==> src/rot_pkg.sv <==
// Shared constants, configuration types and register indexes for the rotation address map.
package rot_pkg;

  localparam int FRAC_BITS  = 14;
  localparam int MAX_DIM    = 4096;
  localparam int DIM_W      = 13;
  localparam int ANG_W      = 16;
  localparam int COORD_W    = 13;
  localparam int ADDR_W     = 12;
  localparam int EXT_W      = 14;
  localparam int EXT_MAX    = 2**EXT_W - 1;
  localparam int CFG_IDX_W  = 2;
  localparam int CFG_DATA_W = 16;

  // corner products, box bounds and back-mapped base points
  localparam int PROD_W     = DIM_W + 1 + ANG_W;
  localparam int CRN_W      = PROD_W + 1;
  // mapped point in Q.(2*FRAC_BITS)
  localparam int MAP_PROD_W = CRN_W + ANG_W;
  localparam int SUM_W      = MAP_PROD_W + 1;
  localparam int PT_W       = SUM_W - 2 * FRAC_BITS;

  localparam int IN_TDATA_W  = ((2 * COORD_W + 7) / 8) * 8;
  localparam int OUT_FIELD_W = 2 * ADDR_W + 2 * EXT_W;
  localparam int OUT_TDATA_W = ((OUT_FIELD_W + 7) / 8) * 8;

  typedef enum logic [CFG_IDX_W-1:0] {
    CFG_COS    = 2'd0,
    CFG_SIN    = 2'd1,
    CFG_WIDTH  = 2'd2,
    CFG_HEIGHT = 2'd3
  } cfg_idx_e;

  typedef struct packed {
    logic [ANG_W-1:0] cos_angle;
    logic [ANG_W-1:0] sin_angle;
    logic [DIM_W-1:0] width;
    logic [DIM_W-1:0] height;
  } cfg_t;

  typedef struct packed {
    logic [CRN_W-1:0] bx;
    logic [CRN_W-1:0] by;
    logic [EXT_W-1:0] out_width;
    logic [EXT_W-1:0] out_height;
  } box_t;

endpackage

==> src/rot_box.sv <==
// Bounding box of the rotated source and destination-to-base-point offset, four stages.
module rot_box (
  input  logic                              clk_i,
  input  logic                              rst_ni,
  input  rot_pkg::cfg_t                     cfg_i,
  input  logic                              s_valid_i,
  output logic                              s_ready_o,
  input  logic [rot_pkg::COORD_W-1:0]       dst_row_i,
  input  logic [rot_pkg::COORD_W-1:0]       dst_col_i,
  output logic                              m_valid_o,
  input  logic                              m_ready_i,
  output rot_pkg::box_t                     m_box_o
);

  localparam int XW = rot_pkg::CRN_W - rot_pkg::FRAC_BITS;

  logic [3:0] v_q;
  logic [3:0] rdy;

  logic signed [rot_pkg::DIM_W:0]   w_s, h_s;
  logic signed [rot_pkg::ANG_W-1:0] cos_s, sin_s;

  // stage 1: corner products
  logic [rot_pkg::COORD_W-1:0]       row1_q, col1_q;
  logic signed [rot_pkg::PROD_W-1:0] wc_d, ws_d, hs_d, hc_d;
  logic signed [rot_pkg::PROD_W-1:0] wc_q, ws_q, hs_q, hc_q;
  // stage 2: corners
  logic [rot_pkg::COORD_W-1:0]      row2_q, col2_q;
  logic signed [rot_pkg::CRN_W-1:0] a1_d, a2_d, a3_d, b1_d, b2_d, b3_d;
  logic signed [rot_pkg::CRN_W-1:0] a1_q, a2_q, a3_q, b1_q, b2_q, b3_q;
  // stage 3: box bounds
  logic [rot_pkg::COORD_W-1:0]      row3_q, col3_q;
  logic signed [rot_pkg::CRN_W-1:0] kx_min_d, kx_max_d, ky_min_d, ky_max_d;
  logic signed [rot_pkg::CRN_W-1:0] kx_min_q, kx_max_q, ky_min_q, ky_max_q;
  // stage 4: base point and extents
  logic signed [rot_pkg::CRN_W-1:0] col_sh, row_sh;
  logic [rot_pkg::CRN_W-1:0]        dx, dy;
  logic [XW-1:0]                    xw, yw;
  rot_pkg::box_t                    box_d, box_q;

  function automatic logic signed [rot_pkg::CRN_W-1:0] min4(
    input logic signed [rot_pkg::CRN_W-1:0] p,
    input logic signed [rot_pkg::CRN_W-1:0] q,
    input logic signed [rot_pkg::CRN_W-1:0] r,
    input logic signed [rot_pkg::CRN_W-1:0] t
  );
    logic signed [rot_pkg::CRN_W-1:0] m;
    m = p;
    if (q < m) m = q;
    if (r < m) m = r;
    if (t < m) m = t;
    return m;
  endfunction

  function automatic logic signed [rot_pkg::CRN_W-1:0] max4(
    input logic signed [rot_pkg::CRN_W-1:0] p,
    input logic signed [rot_pkg::CRN_W-1:0] q,
    input logic signed [rot_pkg::CRN_W-1:0] r,
    input logic signed [rot_pkg::CRN_W-1:0] t
  );
    logic signed [rot_pkg::CRN_W-1:0] m;
    m = p;
    if (q > m) m = q;
    if (r > m) m = r;
    if (t > m) m = t;
    return m;
  endfunction

  function automatic logic [rot_pkg::EXT_W-1:0] sat_ext(input logic [XW-1:0] v);
    if (v > XW'(rot_pkg::EXT_MAX)) begin
      return rot_pkg::EXT_W'(rot_pkg::EXT_MAX);
    end
    return v[rot_pkg::EXT_W-1:0];
  endfunction

  // a stage takes a new request when empty or when its successor moves on
  assign rdy[3]    = !v_q[3] || m_ready_i;
  assign rdy[2]    = !v_q[2] || rdy[3];
  assign rdy[1]    = !v_q[1] || rdy[2];
  assign rdy[0]    = !v_q[0] || rdy[1];
  assign s_ready_o = rdy[0];
  assign m_valid_o = v_q[3];
  assign m_box_o   = box_q;

  assign w_s   = $signed({1'b0, cfg_i.width});
  assign h_s   = $signed({1'b0, cfg_i.height});
  assign cos_s = $signed(cfg_i.cos_angle);
  assign sin_s = $signed(cfg_i.sin_angle);

  always_comb begin
    wc_d = w_s * cos_s;
    ws_d = w_s * sin_s;
    hs_d = h_s * sin_s;
    hc_d = h_s * cos_s;
  end

  always_comb begin
    a1_d = rot_pkg::CRN_W'(wc_q);
    a2_d = rot_pkg::CRN_W'(wc_q) - rot_pkg::CRN_W'(hs_q);
    a3_d = -rot_pkg::CRN_W'(hs_q);
    b1_d = rot_pkg::CRN_W'(ws_q);
    b2_d = rot_pkg::CRN_W'(ws_q) + rot_pkg::CRN_W'(hc_q);
    b3_d = rot_pkg::CRN_W'(hc_q);
  end

  always_comb begin
    kx_min_d = min4('0, a1_q, a2_q, a3_q);
    kx_max_d = max4('0, a1_q, a2_q, a3_q);
    ky_min_d = min4('0, b1_q, b2_q, b3_q);
    ky_max_d = max4('0, b1_q, b2_q, b3_q);
  end

  always_comb begin
    col_sh = rot_pkg::CRN_W'($signed({1'b0, col3_q, {rot_pkg::FRAC_BITS{1'b0}}}));
    row_sh = rot_pkg::CRN_W'($signed({1'b0, row3_q, {rot_pkg::FRAC_BITS{1'b0}}}));
    // the extent is never negative, so a plain shift truncates it
    dx     = kx_max_q - kx_min_q;
    dy     = ky_max_q - ky_min_q;
    xw     = dx[rot_pkg::CRN_W-1:rot_pkg::FRAC_BITS];
    yw     = dy[rot_pkg::CRN_W-1:rot_pkg::FRAC_BITS];
    box_d.bx         = col_sh + kx_min_q;
    box_d.by         = row_sh + ky_min_q;
    box_d.out_width  = sat_ext(xw);
    box_d.out_height = sat_ext(yw);
  end

  always_ff @(posedge clk_i or negedge rst_ni) begin
    if (!rst_ni) begin
      v_q <= '0;
    end else begin
      if (rdy[0]) v_q[0] <= s_valid_i;
      if (rdy[1]) v_q[1] <= v_q[0];
      if (rdy[2]) v_q[2] <= v_q[1];
      if (rdy[3]) v_q[3] <= v_q[2];
    end
  end

  always_ff @(posedge clk_i) begin
    if (rdy[0] && s_valid_i) begin
      row1_q <= dst_row_i;
      col1_q <= dst_col_i;
      wc_q   <= wc_d;
      ws_q   <= ws_d;
      hs_q   <= hs_d;
      hc_q   <= hc_d;
    end
    if (rdy[1] && v_q[0]) begin
      row2_q <= row1_q;
      col2_q <= col1_q;
      a1_q   <= a1_d;
      a2_q   <= a2_d;
      a3_q   <= a3_d;
      b1_q   <= b1_d;
      b2_q   <= b2_d;
      b3_q   <= b3_d;
    end
    if (rdy[2] && v_q[1]) begin
      row3_q   <= row2_q;
      col3_q   <= col2_q;
      kx_min_q <= kx_min_d;
      kx_max_q <= kx_max_d;
      ky_min_q <= ky_min_d;
      ky_max_q <= ky_max_d;
    end
    if (rdy[3] && v_q[2]) begin
      box_q <= box_d;
    end
  end

endmodule

==> config.mk <==
export PLATFORM = sky130hd
export DESIGN_NAME = rot_box
export DESIGN_NICKNAME = d
export VERILOG_FILES = /design/src/rot_pkg.sv /design/src/rot_box.sv
export SDC_FILE = /design/constraint.sdc
export NUM_CORES = 2
export LEC_CHECK = 0
export BUFFER_PORTS_ARGS = -buffer_cell sky130_fd_sc_hd__buf_2
export CELL_PAD_IN_SITES_DETAIL_PLACEMENT = 1
export CELL_PAD_IN_SITES_GLOBAL_PLACEMENT = 2
export CORE_ASPECT_RATIO = 0.75
export CORE_MARGIN = 5
export CORE_UTILIZATION = 48
export CTS_BUF_LIST = sky130_fd_sc_hd__clkbuf_8
export DETAILED_ROUTE_END_ITERATION = 6
export PLACE_DENSITY = 0.91
export SLEW_MARGIN = 20
export SYNTH_ARGS = -nofsm -noshare
export SYNTH_HDL_FRONTEND = slang
export SYNTH_SLANG_ARGS = --single-unit
==> constraint.sdc <==
create_clock -name clk_i -period 17.9 [get_ports clk_i]
set_input_delay 3.58 -clock clk_i [delete_from_list [all_inputs] [get_ports clk_i]]
set_output_delay 3.58 -clock clk_i [all_outputs]
set_load 0.005 [all_outputs]
==> summary.md <==
| Metric | Value |
|---|---|
| Outcome | finished clean |
| CTS sink count | 599 |
| DR pass1 iterations | 7 |
| CP arrival | 10.23 ns |
| Inserted Clock Buffers | 102 |
| Relative slew slack | 0.2657 |
| Ratio of cells with drive above 1 in the final layout | 0.05911 |
| Fillers | 14962 |
| Critical path capture point type | flop |
| Cells after DPL | 8067 |
| Post-Syn Instances | 6273 |
| Post-synth EDFFs | 595 |
| Slew Limit Fails | 0 |
| Post-Route WL | 183.7 mm |
| Htree depth | 3 |
| Seq/Total Area, Yosys | 0.2760 |
| Peak fanout along the critical path | 32 |
| Endpoints failing setup | 0 |
| Hold Buf Count CTS | 0 |
| Total congestion overflow | 0 |
| Post-cts repair resize count | 0 |
| Total setup buffers inserted after CTS | 0 |
| Layout Nets | 7971 |
| Worst-Skew Late Latency | 0.82 ns |
| Dpl cell area | 67700 um^2 |
| DRC viols | 0 |
| Worst EP required | 18.44 ns |
| CP startpoint | cfg_i[2] |
| Max Fclk | 0.1031 GHz |
| Synth Flop Type | edfxtp_1 |
| I/O Buffers | 179 |
| Setup TNS | 0 ns |
| Final hold violations | 0 |
| Vias post-DR | 45538 |
| Pin count of the biggest net entering global routing | 85 |
| Avg WL per Cell | 22.27 um |
| CTS tree | built |
| Post-DP HPWL | 147.4 mm |
| Critical path class | input port to flop |
| Worst slew pin tran | 1.099 ns |
| I/O pins | 180 |
| Area delta synth->final | 6.935% |
| Netlist cell types | 85 |
| Ranking of synthesized cells by area | edfxtp_1, fa_1, ha_1, inv_1, and2_1 |
| Yosys warning count | 0 |
| Clk root buf | clkbuf_8 |
| Max Buffers Root-to-Sink | 3 |
| Mean cell area of the mapped netlist | 10.38 um^2 |
| Total Die Area | 143200 um^2 |
| Starting density of the core | 0.4813 |
| Critical Path End | hs_q[28] |
| Most common cell in the netlist | inv_1 |
| Hold/Removal Path Class | flop to flop |
| ANT nets after route | 0 |
| Initial antenna violation count | 12 |
| MaxCap Viol Count | 0 |
| FFs w/ async S/R, synth | 0.006678 |
| Tmin final | 9.698 ns |
| Synth cell count leaders | inv_1, fa_1, ha_1 |
| Post-synthesis cell area | 65100 um^2 |
| Num rows | 117 |
| Vias in the first global route | 50276 |
| Final GP Congestion | 0.8706 |
| Die H | 328.9 um |
| All-Layer GR Usage | 0.2588 |
| Vias per cell | 5.520 |
| Initial detailed-routing violation count | 3026 |
| R2R cell count | 30 |
| Core region area | 135300 um^2 |
| Clock Skews | 0.07083 ns |
| Final period util | 0.5418 |
| Critical Path Start Type | input port |
| RSZ-0062 raised after global routing | false |
| Leading area contributor after synthesis | edfxtp_1 |
| Global-route wire length before repair | 289.7 mm |
| FF+latch count, synth | 599 |
| Clk slew on worst S/H paths | 0.06 ns |
| Non-Filler Instances | 8249 |
| Width of the die | 435.2 um |
| Top-area cell type share of the netlist area | 0.2745 |
| Final instance area | 69610 um^2 |
| Critical R2R Capture | ky_max_q[0] |
| FF-to-FF setup slack | 9.28 ns |
| Worst R2R Start | b1_q[22] |
## cells by family after synthesis
group	count (synthesis)	synth area share
fa+ha+maj	1497	0.3814
buf+inv	1272	0.07400
xor+xnor	251	0.03377
compound gates	815	0.08142
flops	599	0.2760
other cells	1	0.00005760
simple gates	1680	0.1288
mux	158	0.02462
## worst max-delay path: stages
cell and delay [ns]:
buf_2 0.65, nand2_1 0.17, fa_1 0.57, inv_1 0.05
fa_1 0.47, fa_1 0.51, inv_1 0.05, fa_1 0.53
inv_1 0.05, fa_1 0.50, fa_1 0.41, ha_1 0.34
o21ai_0 0.24, inv_1 0.08, o21ai_0 0.33, o41ai_1 0.14
a21oi_1 0.29, a311o_1 0.22, nand3_1 0.09, or4_1 0.44
a31o_2 0.25, a21oi_1 0.17, xnor2_1 0.08
## stage by stage
stage	hold WS (ns)	utilization	setup WS, ns
5_1_grt	0.4217	0.5146	7.858
4_1_cts	0.4159	0.5146	8.278
2_1_floorplan	0.4003	-	8.355
3_3_place_gp	0.4009	0.5005	7.595
3_5_place_dp	0.4052	0.5005	7.399
6_report	0.4128	0.5146	8.202
## placed cells by master (no fill, tap or decap), types with 8 or more instances in the layout
cell type	n
o2111ai_1	9
or2_2	9
o211a_1	8
fa_1	812
a211oi_1	22
nand2_1	598
and2_1	470
nor3_1	54
a31oi_1	40
or4_1	10
nor4_1	24
xnor2_1	197
mux2i_1	144
nand4_1	62
inv_1	1111
nand2b_1	34
o21ai_1	10
nand3_1	53
o21a_1	53
a21oi_1	267
mux2_2	8
a21o_1	131
or3_1	20
buf_2	179
nor2_1	232
o211ai_1	15
buf_4	20
xor2_1	54
o21bai_1	32
o21ai_0	123
ha_1	685
o31a_1	8
clkbuf_8	103
nor2b_1	77
clkinv_1	21
and4_1	9
and3_1	9
a21boi_0	13
clkinv_2	12
edfxtp_1	595
## state kept, by name, indices dropped and copies added (netlist names), 30 cells and up
signal and flops:
a1_q 30, a2_q 31, a3_q 31, b1_q 30, b2_q 31, b3_q 30
hc_q 30, hs_q 30, kx_max_q 31, kx_min_q 31, ky_max_q 31, ky_min_q 31
m_box_o 90, wc_q 30, ws_q 30
## worst min path at each step
stage | slack [ns] | start | endpoint | cells past startpoint
floorplan | 0.40 | col1_q[0] | col2_q[0] | 0
global placement | 0.40 | row2_q[9] | row3_q[9] | 0
detailed placement | 0.41 | row1_q[9] | row2_q[9] | 0
CTS | 0.42 | row2_q[12] | row3_q[12] | 0
global route | 0.42 | row1_q[9] | row2_q[9] | 0
finish | 0.41 | row1_q[9] | row2_q[9] | 0
## final cells by class
| class | count | area, um^2 | area share |
|---|---|---|---|
| clock buffer | 103 | 1418 | 0.02036 |
| clock inverter | 77 | 488.0 | 0.007010 |
| tap | 1785 | 2233 | 0.03208 |
| sequential | 599 | 17970 | 0.2581 |
| multi-input combinational | 4405 | 42410 | 0.6092 |
| timing repair buffer | 199 | 1046 | 0.01503 |
| antenna | 2 | 5.005 | 0.00007189 |
| inverter | 1079 | 4050 | 0.05818 |
## layer usage
metal  up-vias  GRT usage  part of all wire
met5         -          0           0.00022
met4         6    0.05766             0.022
met3       254    0.05175             0.064
met2      1156     0.4054              0.44
met1     23318     0.3749              0.47
li1      20804          -                 -
Power is not shown: default switching activity piles up to over one toggle a cycle in this logic, so the estimate is an artifact.
